[config.mk]
export PLATFORM = sky130hd
export DESIGN_NAME = bitmap_first_fit_allocator_top
export DESIGN_NICKNAME = d
export VERILOG_FILES = /design/src/bffa_pkg.sv /design/src/bffa_ctrl.sv /design/src/bffa_dp.sv /design/src/bitmap_first_fit_allocator_top.sv
export SDC_FILE = /design/constraint.sdc
export NUM_CORES = 1
export LEC_CHECK = 0
export BUFFER_PORTS_ARGS = -buffer_cell sky130_fd_sc_hd__buf_4
export CAP_MARGIN = 20
export CELL_PAD_IN_SITES_DETAIL_PLACEMENT = 0
export CELL_PAD_IN_SITES_GLOBAL_PLACEMENT = 1
export CORE_ASPECT_RATIO = 0.9
export CORE_UTILIZATION = 49
export CTS_CLUSTER_DIAMETER = 30
export DETAILED_ROUTE_END_ITERATION = 16
export HOLD_SLACK_MARGIN = 0.02
export PLACE_DENSITY_LB_ADDON = 0.1
export SYNTH_ARGS = -nofsm -noshare
export SYNTH_HDL_FRONTEND = slang
export SYNTH_SLANG_ARGS = --single-unit
[constraint.sdc]
create_clock -name clk -period 11.94 [get_ports clk]
set_clock_uncertainty 0.15 [all_clocks]
set_input_delay 0.597 -clock clk [delete_from_list [all_inputs] [get_ports clk]]
set_output_delay 0.597 -clock clk [all_outputs]
set_load 0.02 [all_outputs]
[src/bffa_pkg.sv]
// Shared types and constants of the bitmap first-fit allocator.
// Used by the controller, the datapath and the top level; depends on nothing.
package bffa_pkg;

	// Field widths of the request and result words.
	localparam int FUNC_W  = 1;
	localparam int BYTES_W = 13;
	localparam int OFF_W   = 12;

	// Request function codes.
	localparam logic [FUNC_W-1:0] FUNC_ALLOC = 1'b0;
	localparam logic [FUNC_W-1:0] FUNC_FREE  = 1'b1;

	// The bitmap is held as words of eight unit bits.
	localparam int WORD_BITS = 8;
	localparam int BIT_W     = 3;

	// Numerator width of the divide-by-unit-size stage.
	localparam int DIV_N = 14;

	typedef enum logic [3:0] {
		ST_CLEAR,
		ST_IDLE,
		ST_MUL,
		ST_PREP,
		ST_SCAN,
		ST_MARK_SET,
		ST_MARK_RD,
		ST_MARK_WR,
		ST_FREE_RD,
		ST_FREE_WR,
		ST_DONE
	} bffa_state_t;

	// What the pending result is loaded with.
	typedef enum logic [1:0] {
		PEND_NONE,
		PEND_ALLOC,
		PEND_FREE_OK,
		PEND_ERR
	} bffa_pend_t;

	// Commands from the controller to the datapath.
	typedef struct packed {
		logic       capture;
		logic       mul;
		logic       prep;
		logic       scan;
		logic       mark_set;
		logic       mark_wr;
		logic       free_wr;
		logic       clr;
		logic       out_load;
		bffa_pend_t pend;
	} bffa_cmd_t;

	// Status from the datapath to the controller.
	typedef struct packed {
		logic func_free;
		logic free_bad;
		logic mark_none;
		logic found;
		logic scan_end;
		logic mark_last;
		logic free_stop;
		logic free_err;
		logic addr_last;
	} bffa_sts_t;

endpackage

[src/bffa_ctrl.sv]
// Controller state machine of the bitmap first-fit allocator.
// Depends on bffa_pkg; drives the datapath bffa_dp through command and status structs.
module bffa_ctrl (
	input  logic                clk,
	input  logic                arst_n,
	input  logic                in_valid,
	output logic                in_ready,
	output logic                out_valid,
	input  logic                out_ready,
	input  bffa_pkg::bffa_sts_t sts,
	output bffa_pkg::bffa_cmd_t cmd
);
	import bffa_pkg::*;

	bffa_state_t state_q;
	bffa_state_t state_d;
	logic        out_valid_q;
	logic        slot_free;

	assign out_valid = out_valid_q;
	assign slot_free = !out_valid_q || out_ready;

	// State register and the output word valid flag.
	always_ff @(posedge clk or negedge arst_n) begin
		if (!arst_n) begin
			state_q     <= ST_CLEAR;
			out_valid_q <= 1'b0;
		end else begin
			state_q <= state_d;
			if (cmd.out_load) begin
				out_valid_q <= 1'b1;
			end else if (out_ready) begin
				out_valid_q <= 1'b0;
			end
		end
	end

	// Next state.
	always_comb begin
		state_d = state_q;
		case (state_q)
			ST_CLEAR: begin
				if (sts.addr_last) state_d = ST_IDLE;
			end
			ST_IDLE: begin
				if (in_valid) state_d = ST_MUL;
			end
			ST_MUL: begin
				state_d = ST_PREP;
			end
			ST_PREP: begin
				if (!sts.func_free) begin
					state_d = ST_SCAN;
				end else if (sts.free_bad) begin
					state_d = ST_DONE;
				end else begin
					state_d = ST_FREE_RD;
				end
			end
			ST_SCAN: begin
				if (sts.found) begin
					state_d = ST_MARK_SET;
				end else if (sts.scan_end) begin
					state_d = ST_DONE;
				end
			end
			ST_MARK_SET: begin
				state_d = sts.mark_none ? ST_DONE : ST_MARK_RD;
			end
			ST_MARK_RD: begin
				state_d = ST_MARK_WR;
			end
			ST_MARK_WR: begin
				state_d = sts.mark_last ? ST_DONE : ST_MARK_RD;
			end
			ST_FREE_RD: begin
				state_d = ST_FREE_WR;
			end
			ST_FREE_WR: begin
				state_d = sts.free_stop ? ST_DONE : ST_FREE_RD;
			end
			ST_DONE: begin
				if (slot_free) state_d = ST_IDLE;
			end
			default: begin
				state_d = ST_CLEAR;
			end
		endcase
	end

	// Commands and handshake outputs.
	always_comb begin
		cmd      = '0;
		cmd.pend = PEND_NONE;
		in_ready = 1'b0;
		case (state_q)
			ST_CLEAR: begin
				cmd.clr = 1'b1;
			end
			ST_IDLE: begin
				in_ready    = 1'b1;
				cmd.capture = in_valid;
			end
			ST_MUL: begin
				cmd.mul = 1'b1;
			end
			ST_PREP: begin
				cmd.prep = 1'b1;
				if (sts.func_free && sts.free_bad) cmd.pend = PEND_ERR;
			end
			ST_SCAN: begin
				cmd.scan = 1'b1;
				if (!sts.found && sts.scan_end) cmd.pend = PEND_ERR;
			end
			ST_MARK_SET: begin
				cmd.mark_set = 1'b1;
				cmd.pend     = PEND_ALLOC;
			end
			ST_MARK_WR: begin
				cmd.mark_wr = 1'b1;
			end
			ST_FREE_WR: begin
				cmd.free_wr = 1'b1;
				if (sts.free_stop) cmd.pend = sts.free_err ? PEND_ERR : PEND_FREE_OK;
			end
			ST_DONE: begin
				cmd.out_load = slot_free;
			end
			default: begin
				cmd = '0;
			end
		endcase
	end

	// A waiting result word is never overwritten.
	a_no_overwrite: assert property (@(posedge clk) disable iff (!arst_n)
		cmd.out_load |-> (!out_valid_q || out_ready))
		else $error("result word loaded over one not yet taken");

	// Only one request is in work at a time.
	a_one_in_work: assert property (@(posedge clk) disable iff (!arst_n)
		(in_valid && in_ready) |=> !in_ready)
		else $error("request accepted while another is in work");

	// A result word appears only after a load.
	a_valid_from_load: assert property (@(posedge clk) disable iff (!arst_n)
		$rose(out_valid_q) |-> $past(cmd.out_load))
		else $error("result valid without a load");

endmodule

[src/bffa_dp.sv]
// Datapath of the bitmap first-fit allocator: divide stage, bitmap memory,
// scan, mark and free walks, and result registers. Depends on bffa_pkg.
module bffa_dp #(
	parameter int UNIT_COUNT = 256,
	parameter int UNIT_BYTES = 16
) (
	input  logic                            clk,
	input  logic                            arst_n,
	input  logic [bffa_pkg::FUNC_W-1:0]     func,
	input  logic [bffa_pkg::BYTES_W-1:0]    request_bytes,
	input  logic [bffa_pkg::OFF_W-1:0]      block_offset,
	input  bffa_pkg::bffa_cmd_t             cmd,
	output bffa_pkg::bffa_sts_t             sts,
	output logic [bffa_pkg::OFF_W-1:0]      result_offset,
	output logic                            status
);
	import bffa_pkg::*;

	localparam int WORDS  = (UNIT_COUNT + WORD_BITS - 1) / WORD_BITS;
	localparam int AW     = (WORDS > 1) ? $clog2(WORDS) : 1;
	localparam int XW     = AW + BIT_W;
	localparam int RUN_W  = $clog2(UNIT_COUNT + 1);
	localparam int MAX_A  = (RUN_W > DIV_N) ? RUN_W : DIV_N;
	localparam int MAX_B  = (MAX_A > XW) ? MAX_A : XW;
	localparam int CMP_W  = MAX_B + 1;
	localparam int PROD_W = 2 * DIV_N + 1;
	localparam int OFF_FW = XW + BYTES_W;

	// Reciprocal of the unit size: floor(x / UNIT_BYTES) = (x * DIV_M) >> DIV_S
	// holds exactly for every x below 2**DIV_N.
	localparam int DIV_L = $clog2(UNIT_BYTES);
	localparam int DIV_S = DIV_N + DIV_L;
	localparam longint unsigned DIV_M_L =
		((64'd1 << DIV_S) + UNIT_BYTES - 1) / UNIT_BYTES;
	localparam logic [DIV_N:0]       DIV_M     = (DIV_N + 1)'(DIV_M_L);
	localparam logic [DIV_N-1:0]     ROUND_C   = DIV_N'(UNIT_BYTES - 1);
	localparam logic [CMP_W-1:0]     UNITS_C   = CMP_W'(UNIT_COUNT);
	localparam logic [AW-1:0]        LAST_WORD = AW'(WORDS - 1);
	localparam logic [OFF_FW-1:0]    UBYTES_C  = OFF_FW'(UNIT_BYTES);

	logic [WORD_BITS-1:0] map_q [WORDS];
	logic [WORD_BITS-1:0] rdata_q;
	logic [AW-1:0]        addr_q;
	logic [AW-1:0]        addr_inc;
	logic [AW-1:0]        widx_q;
	logic                 dv_q;
	logic [FUNC_W-1:0]    func_q;
	logic [DIV_N-1:0]     x_q;
	logic [PROD_W-1:0]    prod_q;
	logic [DIV_N-1:0]     need_q;
	logic [RUN_W-1:0]     run_q;
	logic [XW-1:0]        start_q;
	logic [XW-1:0]        lo_q;
	logic [XW-1:0]        hi_q;
	logic [BIT_W-1:0]     bit_q;
	logic [OFF_W-1:0]     pend_off_q;
	logic                 pend_st_q;
	logic [OFF_W-1:0]     result_offset_q;
	logic                 status_q;

	logic [PROD_W-1:0]    q_full;
	logic [DIV_N-1:0]     q_c;
	logic [CMP_W-1:0]     p_c;
	logic                 free_bad;
	logic [RUN_W-1:0]     run_v;
	logic [XW-1:0]        st_v;
	logic [XW-1:0]        u_v;
	logic                 fnd;
	logic [WORD_BITS-1:0] mmask;
	logic [WORD_BITS-1:0] fclr;
	logic                 going;
	logic                 fstop;
	logic                 ferr;
	logic [XW-1:0]        lo_c;
	logic [OFF_FW-1:0]    off_full;
	logic                 we;
	logic [WORD_BITS-1:0] wdata;

	assign result_offset = result_offset_q;
	assign status        = status_q;
	assign addr_inc      = (addr_q == LAST_WORD) ? addr_q : addr_q + 1'b1;

	// Quotient from the registered product; the free walk starts one unit further.
	assign q_full   = prod_q >> DIV_S;
	assign q_c      = q_full[DIV_N-1:0];
	assign p_c      = CMP_W'(q_c) + CMP_W'(1);
	assign free_bad = (x_q == '0) || (p_c >= UNITS_C);

	// Granted offset and the low end of the run to be marked.
	assign lo_c     = start_q + 1'b1;
	assign off_full = OFF_FW'(start_q) * UBYTES_C + OFF_FW'(1);

	// Scan of one bitmap word for the first run of free units.
	always_comb begin
		run_v = run_q;
		st_v  = start_q;
		fnd   = 1'b0;
		u_v   = '0;
		for (int b = 0; b < WORD_BITS; b++) begin
			u_v = {widx_q, BIT_W'(b)};
			if (!fnd) begin
				if ((CMP_W'(u_v) < UNITS_C) && !rdata_q[b]) begin
					if (run_v == '0) st_v = u_v;
					run_v = run_v + 1'b1;
					if (CMP_W'(run_v) == CMP_W'(need_q)) fnd = 1'b1;
				end else begin
					run_v = '0;
				end
			end
		end
	end

	// Units of the current word that lie inside the run to be marked.
	always_comb begin
		for (int b = 0; b < WORD_BITS; b++) begin
			mmask[b] = ({addr_q, BIT_W'(b)} >= lo_q) && ({addr_q, BIT_W'(b)} <= hi_q);
		end
	end

	// Free walk over one word: clear set bits from the start bit on until a
	// clear bit, or the end of the pool, is met.
	always_comb begin
		going = 1'b1;
		fstop = 1'b0;
		ferr  = 1'b0;
		fclr  = '0;
		for (int b = 0; b < WORD_BITS; b++) begin
			if (going && (BIT_W'(b) >= bit_q)) begin
				if (CMP_W'({addr_q, BIT_W'(b)}) >= UNITS_C) begin
					going = 1'b0;
					fstop = 1'b1;
					ferr  = 1'b1;
				end else if (!rdata_q[b]) begin
					going = 1'b0;
					fstop = 1'b1;
				end else begin
					fclr[b] = 1'b1;
				end
			end
		end
		if (going && (addr_q == LAST_WORD)) begin
			fstop = 1'b1;
			ferr  = 1'b1;
		end
	end

	// Status towards the controller.
	always_comb begin
		sts.func_free = (func_q == FUNC_FREE);
		sts.free_bad  = free_bad;
		sts.mark_none = (need_q == DIV_N'(2));
		sts.found     = dv_q && fnd;
		sts.scan_end  = dv_q && (widx_q == LAST_WORD) && !fnd;
		sts.mark_last = (addr_q == hi_q[XW-1:BIT_W]);
		sts.free_stop = fstop;
		sts.free_err  = ferr;
		sts.addr_last = (addr_q == LAST_WORD);
	end

	// Bitmap write port.
	always_comb begin
		we    = cmd.clr || cmd.mark_wr || cmd.free_wr;
		wdata = '0;
		if (cmd.mark_wr) begin
			wdata = rdata_q | mmask;
		end else if (cmd.free_wr) begin
			wdata = rdata_q & ~fclr;
		end
	end

	// Bitmap memory: one word read each cycle, and one written when a write is commanded.
	always_ff @(posedge clk) begin
		if (we) map_q[addr_q] <= wdata;
		rdata_q <= map_q[addr_q];
	end

	// Word address and read tracking.
	always_ff @(posedge clk or negedge arst_n) begin
		if (!arst_n) begin
			addr_q <= '0;
			dv_q   <= 1'b0;
		end else begin
			dv_q <= cmd.scan;
			if (cmd.clr || cmd.scan || cmd.mark_wr) begin
				addr_q <= addr_inc;
			end else if (cmd.prep) begin
				if (func_q != FUNC_FREE) begin
					addr_q <= '0;
				end else if (!free_bad) begin
					addr_q <= p_c[BIT_W +: AW];
				end
			end else if (cmd.mark_set) begin
				addr_q <= lo_c[XW-1:BIT_W];
			end else if (cmd.free_wr && !fstop) begin
				addr_q <= addr_inc;
			end
		end
	end

	// Request operands, divide stage and walk registers.
	always_ff @(posedge clk) begin
		widx_q <= addr_q;
		if (cmd.capture) begin
			func_q <= func;
			if (func == FUNC_FREE) begin
				x_q <= DIV_N'(block_offset);
			end else begin
				x_q <= DIV_N'(request_bytes) + ROUND_C;
			end
		end
		if (cmd.mul) prod_q <= PROD_W'(x_q) * PROD_W'(DIV_M);
		if (cmd.prep) begin
			need_q <= q_c + DIV_N'(2);
			run_q  <= '0;
			bit_q  <= p_c[BIT_W-1:0];
		end
		if (cmd.scan && dv_q) begin
			run_q   <= run_v;
			start_q <= st_v;
		end
		if (cmd.mark_set) begin
			lo_q <= lo_c;
			hi_q <= XW'(CMP_W'(start_q) + CMP_W'(need_q) - CMP_W'(2));
		end
		if (cmd.free_wr) bit_q <= '0;
	end

	// Pending result and the output word.
	always_ff @(posedge clk) begin
		case (cmd.pend)
			PEND_ALLOC: begin
				pend_off_q <= off_full[OFF_W-1:0];
				pend_st_q  <= 1'b0;
			end
			PEND_FREE_OK: begin
				pend_off_q <= '0;
				pend_st_q  <= 1'b0;
			end
			PEND_ERR: begin
				pend_off_q <= '0;
				pend_st_q  <= 1'b1;
			end
			default: begin
				pend_off_q <= pend_off_q;
				pend_st_q  <= pend_st_q;
			end
		endcase
		if (cmd.out_load) begin
			result_offset_q <= pend_off_q;
			status_q        <= pend_st_q;
		end
	end

	// A marked run always spans at least one unit.
	a_mark_range: assert property (@(posedge clk) disable iff (!arst_n)
		cmd.mark_wr |-> (lo_q <= hi_q))
		else $error("mark write with an empty unit range");

endmodule

[src/bitmap_first_fit_allocator_top.sv]
// Bitmap first-fit allocator over a pool of UNIT_COUNT units of UNIT_BYTES bytes,
// one used bit per unit held eight to a word in a single-port bitmap memory.
// After reset a clearing pass writes ceil(UNIT_COUNT/8) words, one a cycle, with
// in_ready low. An allocate divides and sets up, then scans one bitmap word per
// cycle from unit 0 until a run fits or the bitmap ends, then sets up the marked
// run and reads and writes each of its words, if any, and hands the result over.
// A free divides and sets up the same way, then, for a valid offset, reads and
// writes each word walked, and hands the result over. The memory port, one word
// a cycle, sets the scan pace. One request is in work at a time; a new one is
// taken while the previous result word still waits at the output.
module bitmap_first_fit_allocator_top #(
	parameter int UNIT_COUNT = 256,
	parameter int UNIT_BYTES = 16
) (
	input  logic                         clk,
	input  logic                         arst_n,
	input  logic                         in_valid,
	output logic                         in_ready,
	input  logic [bffa_pkg::FUNC_W-1:0]  func,
	input  logic [bffa_pkg::BYTES_W-1:0] request_bytes,
	input  logic [bffa_pkg::OFF_W-1:0]   block_offset,
	output logic                         out_valid,
	input  logic                         out_ready,
	output logic [bffa_pkg::OFF_W-1:0]   result_offset,
	output logic                         status
);
	import bffa_pkg::*;

	bffa_cmd_t cmd;
	bffa_sts_t sts;

	// Controller: sequences the request through the datapath.
	bffa_ctrl u_ctrl (
		.clk       (clk),
		.arst_n    (arst_n),
		.in_valid  (in_valid),
		.in_ready  (in_ready),
		.out_valid (out_valid),
		.out_ready (out_ready),
		.sts       (sts),
		.cmd       (cmd)
	);

	// Datapath: bitmap and arithmetic.
	bffa_dp #(
		.UNIT_COUNT (UNIT_COUNT),
		.UNIT_BYTES (UNIT_BYTES)
	) u_dp (
		.clk           (clk),
		.arst_n        (arst_n),
		.func          (func),
		.request_bytes (request_bytes),
		.block_offset  (block_offset),
		.cmd           (cmd),
		.sts           (sts),
		.result_offset (result_offset),
		.status        (status)
	);

endmodule

==> results_dict.tcl, run 1 <==
set metrics [dict create \
    place_hpwl_mm 45.9 \
    ys_seq_area_share_pct 49.3 \
    first_pass_iters 5 \
    gr-total-overflow 0 \
    core_area_um2 44500 \
    relSlewSlack_pct 25.7 \
    ioPinCount 45 \
    syn_to_final_growth_pct 13.5 \
    outcome "completed" \
    maxCapViolCount 0 \
    grt_max_degree 57 \
    syn_inst 1937 \
    drive_gt1_share_pct 16.9 \
    hold_ws_ns 0.0838 \
    vdd_ir_drop_max_mv 0.147 \
    startpoint_type "flop" \
    synth_flop_cell "edfxtp_1" \
    vias 16993 \
    htreeDepth 2 \
    yosysWarnings 0 \
    max_freq_ghz 0.0896 \
    drt-wirelength-per-cell_um 24.7 \
    cp_common_cell "ha_1" \
    avgSynthCellArea_um2 11.5 \
    yosysMostFrequentCell "edfxtp_1" \
    antenna_cells 0 \
    worstMarginPinSlew_ns 1.11 \
    finalHoldViolations 0 \
    drv_slew 0 \
    synth_common_cells "edfxtp_1 (345), nor2_1 (143), nand2_1 (117)" \
    nets 2072 \
    syn-cell-area_um2 22200 \
    port-buffer-count 41 \
    crit_type "flop to flop" \
    cts_tree "done" \
    drtAntennaViolNets 0 \
    cp.arrival_ns 11.33 \
    synth_cell_type_count 125 \
    crit_fanout 11 \
    fp-row-count 73 \
    setup_viol 0 \
    cp.required_ns 12.10 \
    antenna_found_initial 0 \
    dieArea_um2 46200 \
    period_needed_ns 11.17 \
    synth.ff_latch_count 372 \
    clk_pin_slew_ns 0.05 \
    critPathMaxStageDelay_ns 0.58 \
    crit_slowest_cell "edfxtp_1" \
    drc_errors 0 \
    final_util_pct 56.7 \
    hp-class "input pin to flop" \
    power_leakage_uw 0.00866 \
    final_cells 2637 \
    finalCritPeriodShare_pct 93.5 \
    fp.dieH_um 204 \
    drt_iter0_drc 1985 \
    wl_mm 65.1 \
    synth_edf_count 345 \
    design_area_um2 25200 \
    cts_made_buffers 53 \
    synth_top_area_share_pct 46.6 \
    dp_cells 2533 \
    cts-root-buf "clkbuf_16" \
    yosysTopAreaCell "edfxtp_1" \
    synth.area.top_cells "edfxtp_1 (47%), mux4_2 (6.5%), xnor2_1 (3.3%)" \
    vias_per_cell 6.44 \
    worstSetupEndpointType "flop" \
    grt_pass1_wl_mm 98.8 \
    pwr_density_cell_nw_per_um2 237 \
    tns_ns 0 \
    clk_path_buf_depth 3 \
    grt_pass1_vias 16055 \
    cts_sinks 372 \
    grtUsageTotal_pct 28.3 \
    die_w_um 226 \
    gp_congestion 0.903 \
    ys_async_sr_fraction_pct 2.96 \
    postPlaceCellArea_um2 23300 \
    insertion_delay_ns 0.57 \
    r2r_setup_slack_ns 0.77 \
    start_util_pct 50.0 \
]
## report_power, final
| part | leakage (uW) | total, uW | switching, uW | internal (uW) |
|---|---|---|---|---|
| clock | 0.000902 | 1600 | 605 | 998 |
| sequential | 0.00346 | 1880 | 241 | 1640 |
| combinational | 0.00430 | 2500 | 1520 | 972 |
| total | 0.00866 | 5980 | 2370 | 3610 |
## routing by layer
metal | GRT usage (%) | vias to the layer above | wire (um)
met5 | 0 | - | 0
met4 | 5.04 | 0 | 885
met3 | 4.53 | 75 | 5020
met2 | 42.2 | 743 | 28900
met1 | 43.9 | 8468 | 30300
li1 | - | 7707 | -
## state kept, by name, indices dropped and copies added (netlist names), 9 cells and up
| signal | cells |
|---|---|
| u_dp.prod_q | 10 |
| u_dp.need_q | 11 |
| u_dp.map_q | 256 |
| u_dp.result_offset | 9 |
| u_dp.x_q | 14 |
| u_dp.run_q | 9 |
| u_dp.pend_off_q | 9 |
## cell type report
class	count	area (um2)
fillers	3711	19300
clock inverters	37	380
inverters	84	315
clock buffers	62	1490
multi-input cells	1383	10600
repair buffers	99	758
well taps	600	751
flip-flops and latches	372	11000
## cell usage in the layout (no fill, tap or decap), drive strengths merged, types with 10 or more instances in the layout
cell,instances
edfxtp,345
nor2,146
nand2,120
inv,100
buf,97
o21ai,89
xnor2,85
a21oi,84
nor3,79
mux4,64
clkbuf,63
nand3,51
ha,48
a22oi,39
nand4,37
or3,34
xor2,34
a31oi,26
nor4,26
o211ai,25
a211oi,25
and3,24
and2,18
or4,17
dfxtp,16
nor2b,14
a21o,14
o21a,14
nand2b,13
or2,13
mux2i,12
o31ai,12
xnor3,11
o2111ai,11
o211a,11
dfrtp,11
clkinv,11
a211o,10
## through the flow
stage / setup slack, ns / total power, uW
4_1_cts: 0.250 / 5950
6_report: 0.774 / 5980
5_1_grt: -0.0362 / 6280
3_3_place_gp: 0.588 / 4320
2_1_floorplan: 1.42 / 3620
3_5_place_dp: 0.308 / 4330
## cells by family after synthesis
kind of cell	count (synthesis)	share of synthesized area (%)
compound gates	475	15.6
xor+xnor	130	5.87
fa+ha+maj	49	2.79
buf+inv	184	3.40
flops	372	49.3
mux	83	7.38
other cells	1	0.0169
simple gates	643	15.6
## final timing paths
check	from	to	cells after the start
worst max register to register	u_dp.run_q[0]	u_dp.pend_off_q[5]	36
max in group asynchronous	arst_n	u_dp.addr_q[0]	2
min in group asynchronous	arst_n	u_dp.addr_q[4]	2
worst min-delay path	out_ready	u_ctrl.out_valid	2
worst max-delay path	u_dp.run_q[0]	u_dp.pend_off_q[5]	36
worst min register to register	u_dp.pend_off_q[0]	u_dp.result_offset[0]	0
## critical path: cells and delay by family (launching register included)
family	cells	cell delay, ns
adders and majority gates	5	1.79
DFF	1	0.58
and+or+nand+nor	17	4.39
xor gates and xnor gates	2	0.55
AOI/OAI and AO/OA	9	2.97
buffers and inverters	3	0.47
## what timing repair did
action                                  4_1_cts  5_1_grt
hold endpoints to repair                     11        0
setup buffers                                 0        1
hold buffers                                  1        0
resized for setup                             0        5
endpoints found under the setup margin        0       30
(Power assumes the default switching activity.)
==> run 2: changes to the inputs <==
--- a/config.mk
+++ b/config.mk
@@ -5,7 +5,6 @@
 export SDC_FILE = /design/constraint.sdc
 export NUM_CORES = 1
 export LEC_CHECK = 0
-export BUFFER_PORTS_ARGS = -buffer_cell sky130_fd_sc_hd__buf_4
 export CAP_MARGIN = 20
 export CELL_PAD_IN_SITES_DETAIL_PLACEMENT = 0
 export CELL_PAD_IN_SITES_GLOBAL_PLACEMENT = 1
@@ -13,6 +12,7 @@
 export CORE_UTILIZATION = 49
 export CTS_CLUSTER_DIAMETER = 30
 export DETAILED_ROUTE_END_ITERATION = 16
+export DONT_BUFFER_PORTS = 1
 export HOLD_SLACK_MARGIN = 0.02
 export PLACE_DENSITY_LB_ADDON = 0.1
 export SYNTH_ARGS = -nofsm -noshare
==> run 2 against run 1 <==
First-iteration DRC count is 1.7% lower. Flip-flop and latch count stayed put. Global-route usage is 0.46 points lower. Sequential power hardly changed. Critical path type unchanged. Critical path depth is 4 higher.
==> results_dict.tcl, run 2 (synthesis results as in run 1) <==
set metrics [dict create \
    final_util_pct 55.7 \
    cts_sinks 372 \
    antenna_cells 0 \
    ioPinCount 45 \
    cp.required_ns 12.09 \
    wl_mm 64.3 \
    top_register "u_dp.map_q" \
    maxCapViolCount 0 \
    syn_to_final_growth_pct 11.6 \
    die_w_um 226 \
    setup_viol 0 \
    top_regs "u_dp.map_q (256), u_dp.x_q (14), u_dp.need_q (11)" \
    clk_path_buf_depth 3 \
    start_util_pct 50.0 \
    outcome "completed" \
    vdd_ir_drop_max_mv 0.123 \
    period_needed_ns 11.14 \
    max_freq_ghz 0.0898 \
    drc_errors 0 \
    crit_slowest_cell "edfxtp_1" \
    drv_slew 0 \
    vias 16798 \
    insertion_delay_ns 0.57 \
    drtAntennaViolNets 0 \
    pwr_density_cell_nw_per_um2 236 \
    core_area_um2 44500 \
    cts_tree "done" \
    fp.dieH_um 204 \
    drt_iter0_drc 1952 \
    startpoint_type "flop" \
    finalCritPeriodShare_pct 93.3 \
    tns_ns 0 \
    nets 2033 \
    grt_pass1_wl_mm 97.0 \
    grtUsageTotal_pct 27.9 \
    drt-wirelength-per-cell_um 24.8 \
    power_leakage_uw 0.00840 \
    worstMarginPinSlew_ns 1.19 \
    rsz0062_at_grt "no" \
    port-buffer-count 0 \
    place_hpwl_mm 45.7 \
    htreeDepth 2 \
    final_common_cell "edfxtp_1" \
    cp.arrival_ns 11.29 \
    antenna_found_initial 0 \
    dieArea_um2 46200 \
    clk_pin_slew_ns 0.05 \
    first_pass_iters 5 \
    hp-class "input pin to flop" \
    largest_reg_flops 256 \
    cts_made_buffers 50 \
    crit_type "flop to flop" \
    final_cell_mix "edfxtp_1 (345), nor2_1 (142), nand2_1 (117)" \
    critPathMaxStageDelay_ns 0.59 \
    drive_gt1_share_pct 14.8 \
    gp_congestion 0.906 \
    gr-total-overflow 0 \
    grt_pass1_vias 15595 \
    vias_per_cell 6.47 \
    cp_common_cell "inv_1" \
    cts-root-buf "clkbuf_16" \
    r2r_setup_slack_ns 0.80 \
    worstSetupEndpointType "flop" \
    grt_max_degree 57 \
    finalHoldViolations 0 \
    fp-row-count 73 \
    crit_fanout 15 \
    relSlewSlack_pct 19.7 \
]
[run 2: final cells by class]
type | count | area [um2]
fillers | 3777 | 19700
flip-flops and latches | 372 | 11000
multi-input cells | 1383 | 10600
clock buffers | 65 | 1390
well taps | 600 | 751
repair buffers | 63 | 493
inverters | 84 | 315
clock inverters | 29 | 314
[run 2: worst max-delay path, delay by kind of cell (launching register included)]
family                   cells  cell delay, ns
AO/OA/AOI/OAI                9            2.34
adder cells (fa/ha/maj)      4            1.36
XOR/XNOR                     1            0.19
flip-flops                   1            0.59
buffers and inverters        7            1.01
AND/OR/NAND/NOR             16            4.60
multiplexers                 3            0.61
[run 2: where the power goes]
| part | switching [uW] | total, uW | internal [uW] |
|---|---|---|---|
| registers | 218 | 1860 | 1640 |
| logic | 1530 | 2500 | 965 |
| clock network | 582 | 1480 | 903 |
[run 2: through the flow]
step / hold slack (ns) / total power, uW / instances / cell area, um2 / setup WS [ns]
4_1_cts: 0.0596 / 5820 / 2592 / 24700 / 0.463
3_5_place_dp: 0.152 / 4320 / 2495 / 23000 / 0.556
5_1_grt: 0.0601 / 6140 / 2596 / 24800 / 0.0254
3_3_place_gp: 0.152 / 4310 / 2495 / 23000 / 0.830
6_report: 0.0831 / 5840 / 2596 / 24800 / 0.804
2_1_floorplan: 0.151 / 3620 / 1939 / 22200 / 1.42
[run 2: worst paths after layout]
path                               startpoint                     to  cells past startpoint
max                             u_dp.run_q[0]        u_dp.start_q[5]                     40
min                                      func           u_dp.x_q[12]                      1
max reg2reg                     u_dp.run_q[0]        u_dp.start_q[5]                     40
min reg2reg                u_dp.pend_off_q[5]  u_dp.result_offset[5]                      0
max in group asynchronous              arst_n         u_dp.addr_q[0]                      1
min in group asynchronous              arst_n       u_ctrl.out_valid                      1
[run 2: metal layers]
layer	vias up	routed length [um]	global-route usage, %
li1	7634	-	-
met1	8408	30600	44.1
met2	668	28200	40.8
met3	88	4430	3.25
met4	0	1080	5.82
met5	-	0	0
[run 2: repair_timing]
item	4_1_cts	5_1_grt
hold buffers	3	0
endpoints found under the setup margin	0	19
resized for setup	0	4
hold endpoints to repair	13	0
buffers inserted	0	1
